===== src/rtl/core/scfp_pkg.sv =====
// scfp_pkg: shared types and constants for the sum-checked frame parser
// no dependencies; imported by scfp_parser, scfp_out_buf and the top level
package scfp_pkg;

   localparam int unsigned BYTE_W   = 8;
   localparam int unsigned COUNT_W  = 16;
   localparam int unsigned STATUS_W = 2;
   localparam int unsigned CSR_IDX_W = 1;

   localparam logic [CSR_IDX_W-1:0] CSR_HEADER_FIRST  = 1'd0;
   localparam logic [CSR_IDX_W-1:0] CSR_HEADER_SECOND = 1'd1;

   localparam logic [BYTE_W-1:0] HEADER_FIRST_RESET  = 8'hFE;
   localparam logic [BYTE_W-1:0] HEADER_SECOND_RESET = 8'hEF;

   localparam logic [BYTE_W-1:0] MIN_LENGTH   = 8'd9;
   localparam logic [BYTE_W-1:0] ID_HEARTBEAT = 8'h00;
   localparam logic [BYTE_W-1:0] ID_GIMBAL    = 8'h11;

   localparam logic [BYTE_W-1:0] IDX_SEQUENCE = 8'd3;
   localparam logic [BYTE_W-1:0] IDX_MESSAGE  = 8'd6;

   localparam logic [STATUS_W-1:0] STATUS_GOOD      = 2'd0;
   localparam logic [STATUS_W-1:0] STATUS_BAD_SUM   = 2'd1;
   localparam logic [STATUS_W-1:0] STATUS_SHORT_LEN = 2'd2;

   typedef struct packed {
      logic [STATUS_W-1:0] frame_status;
      logic [BYTE_W-1:0]   message_id;
      logic [BYTE_W-1:0]   sequence_res;
      logic [BYTE_W-1:0]   frame_length;
      logic [COUNT_W-1:0]  heartbeat_count;
      logic [COUNT_W-1:0]  gimbal_count;
   } scfp_result_type;

endpackage


===== src/rtl/core/scfp_parser.sv =====
// scfp_parser: per-byte frame state machine, running sum and frame counters
// holds the sync byte registers; depends on scfp_pkg
module scfp_parser (
   input  logic                            clock,
   input  logic                            reset,
   input  logic                            accept,
   input  logic [scfp_pkg::BYTE_W-1:0]     rx_byte,
   input  logic                            csr_write_enable,
   input  logic [scfp_pkg::CSR_IDX_W-1:0]  csr_index,
   input  logic [scfp_pkg::BYTE_W-1:0]     csr_write_data,
   output logic                            result_valid,
   output scfp_pkg::scfp_result_type       result
);
   import scfp_pkg::*;

   typedef enum logic [2:0] {
      PH_HUNT1,
      PH_HUNT2,
      PH_LEN,
      PH_BODY,
      PH_CKL,
      PH_CKH
   } phase_type;

   phase_type            phase_ff, phase_in;
   logic [BYTE_W-1:0]    index_ff, index_in;
   logic [BYTE_W-1:0]    length_ff, length_in;
   logic [COUNT_W-1:0]   sum_ff, sum_in;
   logic [BYTE_W-1:0]    check_low_ff, check_low_in;
   logic [BYTE_W-1:0]    sequence_ff, sequence_in;
   logic [BYTE_W-1:0]    message_ff, message_in;
   logic [COUNT_W-1:0]   heartbeat_ff, heartbeat_in;
   logic [COUNT_W-1:0]   gimbal_ff, gimbal_in;
   logic [BYTE_W-1:0]    header_first_ff, header_second_ff;
   logic [COUNT_W-1:0]   sum_plus;
   logic [BYTE_W-1:0]    index_next;
   logic [BYTE_W:0]      index_end;
   logic                 sum_good;

   assign sum_plus   = sum_ff + {{(COUNT_W-BYTE_W){1'b0}}, rx_byte};
   assign index_next = index_ff + 8'd1;
   assign index_end  = {1'b0, index_next} + 9'd2;
   assign sum_good   = (check_low_ff == sum_ff[BYTE_W-1:0]) &&
                       (rx_byte == sum_ff[COUNT_W-1:BYTE_W]);

   always_comb begin
      phase_in     = phase_ff;
      index_in     = index_ff;
      length_in    = length_ff;
      sum_in       = sum_ff;
      check_low_in = check_low_ff;
      sequence_in  = sequence_ff;
      message_in   = message_ff;
      heartbeat_in = heartbeat_ff;
      gimbal_in    = gimbal_ff;
      result_valid = 1'b0;
      result.frame_status = STATUS_GOOD;
      result.message_id   = message_ff;
      result.sequence_res = sequence_ff;
      result.frame_length = length_ff;
      unique case (phase_ff)
         PH_HUNT2: begin
            if (rx_byte == header_second_ff) begin
               sum_in   = sum_plus;
               index_in = 8'd2;
               phase_in = PH_LEN;
            end else if (rx_byte == header_first_ff) begin
               sum_in   = {{(COUNT_W-BYTE_W){1'b0}}, rx_byte};
               index_in = 8'd1;
               phase_in = PH_HUNT2;
            end else begin
               index_in = '0;
               phase_in = PH_HUNT1;
            end
         end
         PH_LEN: begin
            length_in = rx_byte;
            if (rx_byte < MIN_LENGTH) begin
               index_in     = '0;
               phase_in     = PH_HUNT1;
               result_valid = 1'b1;
               result.frame_status = STATUS_SHORT_LEN;
               result.message_id   = '0;
               result.sequence_res = '0;
               result.frame_length = rx_byte;
            end else begin
               sum_in   = sum_plus;
               index_in = 8'd3;
               phase_in = PH_BODY;
            end
         end
         PH_BODY: begin
            if (index_ff == IDX_SEQUENCE) begin
               sequence_in = rx_byte;
            end else if (index_ff == IDX_MESSAGE) begin
               message_in = rx_byte;
            end
            sum_in   = sum_plus;
            index_in = index_next;
            if (index_end >= {1'b0, length_ff}) begin
               phase_in = PH_CKL;
            end
         end
         PH_CKL: begin
            check_low_in = rx_byte;
            phase_in     = PH_CKH;
         end
         PH_CKH: begin
            index_in     = '0;
            phase_in     = PH_HUNT1;
            result_valid = 1'b1;
            if (sum_good) begin
               if (message_ff == ID_HEARTBEAT) begin
                  heartbeat_in = heartbeat_ff + 16'd1;
               end else if (message_ff == ID_GIMBAL) begin
                  gimbal_in = gimbal_ff + 16'd1;
               end
            end else begin
               result.frame_status = STATUS_BAD_SUM;
            end
         end
         default: begin
            if (rx_byte == header_first_ff) begin
               sum_in   = {{(COUNT_W-BYTE_W){1'b0}}, rx_byte};
               index_in = 8'd1;
               phase_in = PH_HUNT2;
            end else begin
               index_in = '0;
               phase_in = PH_HUNT1;
            end
         end
      endcase
      result.heartbeat_count = heartbeat_in;
      result.gimbal_count    = gimbal_in;
   end

   always_ff @(posedge clock) begin
      if (reset) begin
         phase_ff     <= PH_HUNT1;
         index_ff     <= '0;
         length_ff    <= '0;
         sum_ff       <= '0;
         check_low_ff <= '0;
         sequence_ff  <= '0;
         message_ff   <= '0;
         heartbeat_ff <= '0;
         gimbal_ff    <= '0;
      end else if (accept) begin
         phase_ff     <= phase_in;
         index_ff     <= index_in;
         length_ff    <= length_in;
         sum_ff       <= sum_in;
         check_low_ff <= check_low_in;
         sequence_ff  <= sequence_in;
         message_ff   <= message_in;
         heartbeat_ff <= heartbeat_in;
         gimbal_ff    <= gimbal_in;
      end
   end

   always_ff @(posedge clock) begin
      if (reset) begin
         header_first_ff  <= HEADER_FIRST_RESET;
         header_second_ff <= HEADER_SECOND_RESET;
      end else if (csr_write_enable) begin
         unique case (csr_index)
            CSR_HEADER_FIRST:  header_first_ff  <= csr_write_data;
            CSR_HEADER_SECOND: header_second_ff <= csr_write_data;
            default: ;
         endcase
      end
   end

   // a result only comes out of the length or high checksum byte
   assert property (@(posedge clock) disable iff (reset)
      result_valid |-> (phase_ff == PH_LEN || phase_ff == PH_CKH))
      else $error("scfp_parser: result outside frame end");

   // hunting always parks the byte position at zero
   assert property (@(posedge clock) disable iff (reset)
      (phase_ff == PH_HUNT1) |-> (index_ff == '0))
      else $error("scfp_parser: byte index not cleared while hunting");

   // counters move only on a good high checksum byte
   assert property (@(posedge clock) disable iff (reset)
      (heartbeat_ff != $past(heartbeat_ff) || gimbal_ff != $past(gimbal_ff))
         |-> $past(accept && phase_ff == PH_CKH && sum_good))
      else $error("scfp_parser: counter moved outside a good frame");

endmodule


===== src/rtl/core/scfp_out_buf.sv =====
// scfp_out_buf: result register with one skid entry behind it
// depends on scfp_pkg for the result struct
module scfp_out_buf (
   input  logic                       clock,
   input  logic                       reset,
   input  logic                       in_valid,
   input  scfp_pkg::scfp_result_type  in_data,
   output logic                       full,
   output logic                       out_valid,
   input  logic                       out_stall,
   output scfp_pkg::scfp_result_type  out_data
);
   import scfp_pkg::*;

   logic            out_valid_ff, skid_valid_ff;
   scfp_result_type out_data_ff, skid_data_ff;
   logic            take;

   assign take      = out_valid_ff && !out_stall;
   assign full      = skid_valid_ff;
   assign out_valid = out_valid_ff;
   assign out_data  = out_data_ff;

   always_ff @(posedge clock) begin
      if (reset) begin
         out_valid_ff  <= 1'b0;
         skid_valid_ff <= 1'b0;
      end else if (skid_valid_ff) begin
         if (take) begin
            out_valid_ff  <= 1'b1;
            skid_valid_ff <= 1'b0;
         end
      end else if (!out_valid_ff || take) begin
         out_valid_ff <= in_valid;
      end else if (in_valid) begin
         skid_valid_ff <= 1'b1;
      end
   end

   always_ff @(posedge clock) begin
      if (skid_valid_ff) begin
         if (take) begin
            out_data_ff <= skid_data_ff;
         end
      end else if (!out_valid_ff || take) begin
         out_data_ff <= in_data;
      end else begin
         skid_data_ff <= in_data;
      end
   end

   assert property (@(posedge clock) disable iff (reset)
      skid_valid_ff |-> out_valid_ff)
      else $error("scfp_out_buf: skid holds data with empty output");

   assert property (@(posedge clock) disable iff (reset)
      $rose(skid_valid_ff) |-> $past(out_valid_ff && out_stall && in_valid))
      else $error("scfp_out_buf: skid filled without a stalled output");

   assert property (@(posedge clock) disable iff (reset)
      (skid_valid_ff && take) |=> (out_valid_ff && out_data_ff == $past(skid_data_ff)))
      else $error("scfp_out_buf: skid entry lost on drain");

endmodule


===== src/rtl/core/sum_checked_frame_parser_unit.sv =====
// sum_checked_frame_parser_unit: top level of the sum-checked serial frame parser
// instantiates scfp_parser and scfp_out_buf; depends on scfp_pkg
//
//   channel   direction  ports                                      moves
//   req       in         req_valid req_stall req_rx_byte            one received byte
//   rsp       out        rsp_valid rsp_stall rsp_*                  one frame report
//   csr       in         csr_write_enable csr_index csr_write_data  sync byte registers
//
// one byte per cycle while req_stall is low; the state update is a single pass
// from the parser registers to the result register, and a report is registered
// on the byte that ends a frame (length byte below 9 or high checksum byte)
// req_stall rises only while both the result register and its skid entry hold
// reports; reset is synchronous and clears parser state, counters and sync
// bytes to 0xFE / 0xEF
module sum_checked_frame_parser_unit (
   input  logic                             clock,
   input  logic                             reset,
   input  logic                             req_valid,
   output logic                             req_stall,
   input  logic [scfp_pkg::BYTE_W-1:0]      req_rx_byte,
   output logic                             rsp_valid,
   input  logic                             rsp_stall,
   output logic [scfp_pkg::STATUS_W-1:0]    rsp_frame_status,
   output logic [scfp_pkg::BYTE_W-1:0]      rsp_message_id,
   output logic [scfp_pkg::BYTE_W-1:0]      rsp_sequence_res,
   output logic [scfp_pkg::BYTE_W-1:0]      rsp_frame_length,
   output logic [scfp_pkg::COUNT_W-1:0]     rsp_heartbeat_count,
   output logic [scfp_pkg::COUNT_W-1:0]     rsp_gimbal_count,
   input  logic                             csr_write_enable,
   input  logic [scfp_pkg::CSR_IDX_W-1:0]   csr_index,
   input  logic [scfp_pkg::BYTE_W-1:0]      csr_write_data
);
   import scfp_pkg::*;

   logic            accept;
   logic            result_valid;
   logic            buf_full;
   scfp_result_type result;
   scfp_result_type rsp_data;

   assign req_stall = buf_full;
   assign accept    = req_valid && !buf_full;

   scfp_parser u_parser (
      .clock            (clock),
      .reset            (reset),
      .accept           (accept),
      .rx_byte          (req_rx_byte),
      .csr_write_enable (csr_write_enable),
      .csr_index        (csr_index),
      .csr_write_data   (csr_write_data),
      .result_valid     (result_valid),
      .result           (result)
   );

   scfp_out_buf u_out_buf (
      .clock     (clock),
      .reset     (reset),
      .in_valid  (accept && result_valid),
      .in_data   (result),
      .full      (buf_full),
      .out_valid (rsp_valid),
      .out_stall (rsp_stall),
      .out_data  (rsp_data)
   );

   assign rsp_frame_status    = rsp_data.frame_status;
   assign rsp_message_id      = rsp_data.message_id;
   assign rsp_sequence_res    = rsp_data.sequence_res;
   assign rsp_frame_length    = rsp_data.frame_length;
   assign rsp_heartbeat_count = rsp_data.heartbeat_count;
   assign rsp_gimbal_count    = rsp_data.gimbal_count;

endmodule

===== config.mk =====
export PLATFORM = sky130hd
export DESIGN_NAME = sum_checked_frame_parser_unit
export DESIGN_NICKNAME = d
export VERILOG_FILES = /design/src/rtl/core/scfp_pkg.sv /design/src/rtl/core/scfp_parser.sv /design/src/rtl/core/scfp_out_buf.sv /design/src/rtl/core/sum_checked_frame_parser_unit.sv
export SDC_FILE = /design/constraint.sdc
export NUM_CORES = 1
export LEC_CHECK = 0
export BUFFER_PORTS_ARGS = -buffer_cell sky130_fd_sc_hd__buf_2
export CORE_UTILIZATION = 40
export CTS_BUF_LIST = sky130_fd_sc_hd__clkbuf_4 sky130_fd_sc_hd__clkbuf_8
export DETAILED_ROUTE_END_ITERATION = 10
export PLACE_DENSITY = 0.69
export SLEW_MARGIN = 30
export SYNTH_ARGS = -nofsm -noshare
export SYNTH_HDL_FRONTEND = slang
export SYNTH_HIERARCHICAL = 1
export SYNTH_SLANG_ARGS = --single-unit

===== constraint.sdc =====
create_clock -name clock -period 5.06 [get_ports clock]
set_clock_uncertainty 0.2 [all_clocks]
set_input_delay 0.759 -clock clock [delete_from_list [all_inputs] [get_ports clock]]
set_output_delay 0.759 -clock clock [all_outputs]
set_load 0.01 [all_outputs]

==> impl_summary.md, run 1 <==
Status
The run finished with clean final reports.

Power and ir drop
The analysis attributes to cell leakage a power of 4.91 nW. The worst-case vdd ir drop is 0.191 mV. The share of total power dissipated in the clock network is 0.446. Of the total power, the share spent switching nets is 0.228.

The analysis attributes to net switching a power of 874 uW. The internal power consumption is ~3.0 mW. The relative contribution of sequential cells to total power is 0.505. The share of total power dissipated in combinational logic is 0.049. In this run the power density over the cells is between 300 and 400 nW/um^2.

Worst setup path
For the worst setup path, the data required time is 5.28 ns. The length in cells of the worst reg-to-reg path is 13. The worst setup path is of the register to register kind. In this run the worst setup path begins at u_parser/index_ff[0]. The arrival time of data at the critical path endpoint is ~3.7 ns. In this run the critical register-to-register path is launched from u_parser/index_ff[0]. The setup check on the worst reg-to-reg path leaves a slack of 1.55 ns.

Along the worst path, the maximum fanout reaches 8. The nature of the critical path endpoint is a register. The endpoint of the worst register-to-register path is u_parser/phase_ff[0]. The worst setup path is launched from a register.

Timing
The share of the clock period used by the worst path after layout is 0.695. The total count of hold-check failures in the final report is 0. Setup repair after global routing left no endpoint under its margin.

The setup TNS is 0 ns. Across all setup checks in the final design, the least slack found is 1.55 ns. Setup violations remaining at the end of the flow were counted as 0. The final max-slew violation count is 0. The relative slew slack is 0.381.

For this run, the top clock speed supported by timing is 0.285 GHz. The worst path needs about 3.5 ns of the cycle, external delays included. The final-layout worst hold slack is 0.253 ns. The slew of the pin with the lowest slew margin is 0.921 ns.

Layout
The final design instance area without fill is 12700 sq um. The layout cell share with drive strength beyond 1 is 0.217. 0 antenna diodes ended up in the layout. The area growth from synthesis to layout is 12.0%. The number of fill cells is 2659.

The final net count is 1138.

Global routing
The number of global-route vias before repair came to about 7.5k. In the global route stage, met2 resource usage came out at 0.261. The number of antenna violations at the first check in global routing is 0. Entering global routing, the biggest net connects 95 pins. In the global route stage, overall resource usage came out at 0.168. The global-route layer with the greatest usage is met2. The met3 capacity usage during global routing is 0.0370.

In the global route stage, met1 resource usage came out at 0.231. The first global-routing pass estimated just under 40000 um of wire. Global routing finished with a remaining overflow of 0.

Clocking
The number of levels in the clock H-tree is 2. The CTS tree is done. The number of gates resized after cts is 0. The TritonCTS buffer count is 40. The clock tree root buffer cell is clkbuf_8. Counting every sink on the clock net gives 225. After clock tree synthesis, the flow added hold-fix buffers numbering 0. The clock reaches the later pin of the worst-skew pair after approximately 0.54 ns. The clock-pin slew on the worst setup and hold paths is ~0.060 ns.

After clock tree synthesis, the setup repair step added 0 buffers. The clock tree buffer depth is 3.

Logic synthesis
The share of the Yosys chip area taken by registers is 0.502. Of all flip-flops after synthesis, the portion carrying an async set or reset was 0. The cell area after synthesis is approximately 11000 sq um. Counting every net in the synthesized netlist gives ~1.1k. The synthesized netlist contains 74 unique library cells. The most used flip-flop cell after synthesis is edfxtp_1.

The flip-flop and latch count after synthesis is 225. The number of synthesized flops with an enable pin is 116. For this run, the number of Yosys warnings is 6.

The cell count after synthesis is 1030. The average size of a mapped cell is 11.0 sq um.

Die
The die extent in y is 170 um. The initialized floorplan defines about 60 standard-cell rows. The floorplan step defined a core boundary enclosing 27800 sq um. The die span in x is 170 um. The die covers 28900 sq um.

The initial utilization of the core area, before any placement, comes to 0.407. In this run the count of I/O pins placed on the die edge is between 80 and 90.

Hold path
The worst hold path terminates at u_parser/header_first_ff[5]. Counting instances, the worst hold path has a depth of 3. The min-delay analysis places its worst path in the category input pin to register. The worst hold path begins at csr_write_data[5].

Detailed routing
The first detailed-routing pass took 5 iterations. After detailed routing, the total wire length is 24100 um. The per-cell via count in the routed design is about 5.3.

The detailed router finished its first iteration with 517 violations. Dividing the detail-routed wire length by the instance count gives 16.1 um. The remaining antenna violation count after routing is 0. Across all layers, the routed design uses 7908 vias. After detailed routing, the number of remaining DRC violations is 0.

Placed design
The global placer's final weighted congestion is between 0.8 and 0.9. After legalization and detailed placement, the total HPWL measured 16100 um. The placed instances occupy a cell area of approximately 12000 sq um.

The pre-CTS setup slack is roughly 1.4 ns. The count of input and output buffers is 81.

Job
The tool flagged a number of max-cap violations equal to 0.
## routing by layer
layer,vias up,share of wire,wire (um)
met5,-,0,0
met4,0,0.020,488
met3,38,0.066,1590
met2,232,0.45,10800
met1,3792,0.47,11300
li1,3846,-,-
## state kept, by name (all words and copies together) (netlist names), 3 cells and up
register,flops
u_parser/sum_ff,16
u_parser/message_ff,8
u_parser/phase_ff,3
u_parser/length_ff,8
u_out_buf/skid_data_ff,58
u_parser/gimbal_ff,16
u_out_buf/out_data,58
u_parser/check_low_ff,8
u_parser/index_ff,8
u_parser/sequence_ff,8
u_parser/header_second_ff,8
u_parser/header_first_ff,8
u_parser/heartbeat_ff,16
## final cells by class
type | instances | area, sq um | share of cell area
multi-input combinational | 721 | 5160 | 0.408
sequential | 225 | 5670 | 0.448
clock buffer | 54 | 681 | 0.0538
tap | 378 | 473 | 0.0374
clock inverter | 17 | 134 | 0.0106
inverter | 18 | 67.6 | 0.00534
timing repair buffer | 88 | 465 | 0.0368
## cells by family after synthesis
family	synth area share
AND/OR/NAND/NOR	0.174
buffers and inverters	0.0430
flip-flops	0.502
adder cells (fa/ha/maj)	0.0250
AO/OA/AOI/OAI	0.0831
multiplexers	0.109
XOR/XNOR	0.0644
## critical path, cell delays in order (launching register included)
cell and delay (ns):
dfxtp_1 0.37, ha_1 0.32, nor2b_1 0.20, or2_2 0.32, ha_1 0.20, xor2_1 0.15
xnor2_1 0.16, ha_1 0.18, a21o_1 0.18, a21o_1 0.17, a21oi_1 0.13, o21ai_0 0.10
a221o_1 0.43, a221oi_1 0.27
## synthesized netlist by cell type (7+ instances only)
master / count / area [sq um]
nor4_1: 13 / 81.3
inv_1: 18 / 67.6
and3_1: 8 / 50.1
buf_2: 10 / 50.1
nor2b_1: 10 / 62.6
nor3_1: 13 / 65.1
nand4_1: 22 / 138
mux2_2: 12 / 135
a21o_1: 7 / 52.6
nor3b_1: 7 / 52.6
nand3_1: 51 / 255
clkbuf_1: 38 / 143
or3_1: 15 / 93.8
o21ai_0: 24 / 120
dfxtp_1: 109 / 2180
nand2b_1: 9 / 56.3
edfxtp_1: 116 / 3480
xor2_1: 38 / 333
mux2_4: 56 / 841
ha_1: 21 / 263
and2_1: 22 / 138
nand2_1: 83 / 312
a21oi_1: 53 / 265
nor2_1: 89 / 334
mux2i_1: 24 / 240
xnor2_1: 45 / 394
## cells in the final DEF (no fill, tap or decap), types with 6 or more instances in the layout
master,count
edfxtp_1,116
dfxtp_1,108
nor2_1,89
nand2_1,83
buf_2,81
mux2_4,56
a21oi_1,53
nand3_1,51
xnor2_1,45
clkbuf_8,44
xor2_1,38
o21ai_0,24
mux2i_1,23
nand4_1,22
and2_1,22
ha_1,21
inv_1,17
or3_1,15
nor3_1,13
nor4_1,13
mux2_2,12
nor2b_1,10
clkbuf_4,10
nand2b_1,9
and3_1,8
clkinv_1,7
nor3b_1,7
a21o_1,7
or2_2,6
and4_1,6
## power by group through the flow
stage	sequential, mW	combinational (mW)	clock (mW)
2_1_floorplan	1.97	0.142	0
3_3_place_gp	1.98	0.182	0
3_5_place_dp	1.98	0.186	0
4_1_cts	1.94	0.187	1.78
5_1_grt	1.94	0.209	1.85
6_report	1.94	0.188	1.71
## through the flow
stage	utilization	total power [mW]	std cells
global route	0.455	4.00	1501
global placement	0.426	2.16	1430
floorplan	-	2.11	1030
detailed placement	0.426	2.16	1430
finish	0.455	3.84	1501
CTS	0.455	3.90	1501
## worst max-delay path by stage
stage / endpoint / cells past startpoint / slack (ns)
floorplan: u_out_buf/out_data[0] / 1 / 0.62
global placement: u_parser/sum_ff[9] / 7 / 1.54
detailed placement: u_parser/sum_ff[15] / 7 / 1.42
CTS: u_parser/phase_ff[0] / 13 / 1.60
global route: u_parser/phase_ff[1] / 12 / 1.31
finish: u_parser/phase_ff[0] / 13 / 1.55
No activity file was read; power rests on OpenSTA's default activity.
==> inputs of run 2 (changes only) <==
Clock period 5.06 ns to 3.35 ns, I/O delays scaled along.
==> impl_summary.md, run 2 (synthesized netlist as in run 1, its figures left out) <==
Worst setup path
The worst setup path is of the register to register kind. The required time of the critical path is 3.60 ns. The endpoint of the worst register-to-register path is u_parser/phase_ff[1].

The startpoint identified for the worst register-to-register timing path is u_parser/index_ff[0]. The nature of the critical path endpoint is a register. The kind of start point of the critical path is a register.

At the worst endpoint, the arrival time is 3.40 ns. The length in cells of the worst reg-to-reg path is 13. The flop-to-flop setup slack is ~0.2 ns. Along the worst path, the maximum fanout reaches 6.

Global routing
The first global-routing pass estimated 37900 um of wire. Entering global routing, the biggest net connects 52 pins. The number of global-route vias before repair came to 7463. The overall global routing resource usage is 0.163. The number of antenna violations at the first check in global routing is 0. The overflow left after global routing is 0.

Timing
The final max-slew violation count is 0. Setup violations remaining at the end of the flow were counted as 0. The total count of hold-check failures in the final report is 0. The relative slew slack is 0.378. For the finished layout, the period the worst path requires is 3.15 ns.

In the post-route analysis, the smallest setup slack over all paths is 0.199 ns. In the final timing run, aggregate negative setup slack is 0 ns. Setup repair after global routing left no endpoint under its margin. The maximum clock rate is about 0.32 GHz. The share of the clock period used by the worst path after layout is 0.940. The final-layout worst hold slack is between 0.03 and 0.04 ns. The slew of the pin with the lowest slew margin is between 0.9 and 1 ns.

Die
The die extent in y is roughly 170 um. Row generation in the floorplan step produced 61 rows. For this configuration, the core starts out at a cell density of 0.407.

The area of the core is ~28000 sq um. The number of top-level design ports is a little over 80. The die covers 28900 sq um. The die is about 170 um wide.

Clocking
The number of levels in the clock H-tree is 2. The clock net sink count is 225. The TritonCTS buffer count is 40.

The clock tree root buffer cell is clkbuf_8. At the later pin of the worst-skew pair, clock insertion delay measures 0.55 ns. Clock-pin slew was measured on the worst setup and hold paths at approximately 0.06 ns. In this run the deepest clock path goes through 3 buffers. Buffers added to address setup during post-CTS repair amount to 0. TritonCTS built the clock tree.

Placed design
The pre-CTS setup slack is 0.146 ns. The area after detailed placement is around 12000 sq um. The half-perimeter wire length of the detailed placement result is 16200 um.

The global placer's final weighted congestion is 0.866. Buffers placed on the I/O ports in this run total 81.

Detailed routing
The number of vias after detailed routing is 7928. The remaining antenna violation count after routing is 0. The number of design rule violations left after detail routing is 0. The sum of routed wire length over all layers is 23500 um. In the routed layout, each cell is associated on average with a via count of about 5.1. In this run, the number of DRC markers left after iteration 0 of detailed routing was 502. The mean routed wirelength per cell is between 15 and 20 um. The first TritonRoute pass finished after 6 iterations.

Hold path
The number of cells traversed by the worst hold path is 3. For hold timing, the worst endpoint is u_parser/header_second_ff[0]. The kind of path behind the tightest hold check is input pin to register. The start point of the worst hold path is csr_write_data[0].

Layout
In the layout the commonest cells are 116 x edfxtp_1, 107 x dfxtp_1, 89 x nor2_1, 83 x nand2_1, 81 x buf_2. The final layout contains 1175 nets. The most common cell after layout, fill and taps aside is edfxtp_1. The area growth from synthesis to layout is 15.9%.

The finished cells cover 13100 sq um. The antenna diode instance count is 0. The layout cell share with drive strength beyond 1 is 0.247.

Job
Across the run, the number of max-cap violations was 0.

Power and ir drop
The areal power density over the cells is 464 nW/um^2. The overall power is 6.07 mW. The leakage power is 5.16 nW. VDD sags by at most roughly 0.27 mV.

Status
The flow ran to the end, and the final reports show no timing, DRC or antenna violations.
==> run 2: worst max path at each step <==
stage / from / to / slack [ns] / cells after the start
floorplan: u_out_buf/full / u_out_buf/out_data[0] / 0.14 / 3
global placement: u_parser/index_ff[0] / u_parser/phase_ff[1] / 0.17 / 13
detailed placement: u_parser/index_ff[0] / u_parser/phase_ff[2] / 0.15 / 13
CTS: u_parser/index_ff[0] / u_parser/phase_ff[1] / 0.13 / 13
global route: u_parser/index_ff[0] / u_parser/phase_ff[1] / 0.009 / 13
finish: u_parser/index_ff[0] / u_parser/phase_ff[1] / 0.20 / 13
==> run 2: area by class of cell <==
type,count,area (sq um)
fillers,2580,14700
flip-flops and latches,225,5670
multi-input cells,721,5170
clock buffers,66,815
repair buffers,125,778
well taps,378,473
clock inverters,8,103
inverters,18,67.6
==> run 2: power breakdown <==
| part | switching (mW) | total (mW) | internal, mW |
|---|---|---|---|
| Sequential | 0.0231 | 2.92 | 2.90 |
| Combinational | 0.190 | 0.317 | 0.128 |
| Clock | 1.13 | 2.83 | 1.70 |
| Total | 1.34 | 6.07 | 4.73 |
==> run 2: stage by stage <==
| stage | cells | utilization |
|---|---|---|
| after floorplan | 1030 | - |
| after global placement | 1460 | 0.435 |
| after detailed placement | 1460 | 0.435 |
| after CTS | 1541 | 0.470 |
| after global routing | 1541 | 0.471 |
| final | 1541 | 0.471 |
==> run 2: layer usage <==
metal | track usage | vias up | part of all wire
li1 | - | 3934 | -
met1 | 0.218 | 3738 | 0.47
met2 | 0.259 | 200 | 0.45
met3 | 0.0330 | 56 | 0.057
met4 | 0.0611 | 0 | 0.024
met5 | 0 | - | 0
==> run 2: what timing repair did <==
item,4_1_cts,5_1_grt
endpoints found under the setup margin,0,3
endpoints found under the hold margin,10,0
hold buffers,7,0
resized for setup,0,6
==> run 2: critical path: stages, from the launching register on <==
cell	delay, ns
dfxtp_4	0.36
ha_2	0.19
nor2b_1	0.15
or2_2	0.30
ha_2	0.18
xor2_1	0.15
xnor2_1	0.15
ha_1	0.18
a21o_1	0.18
a21o_1	0.18
a21oi_1	0.14
o21ai_0	0.09
a221o_1	0.37
a311oi_1	0.26
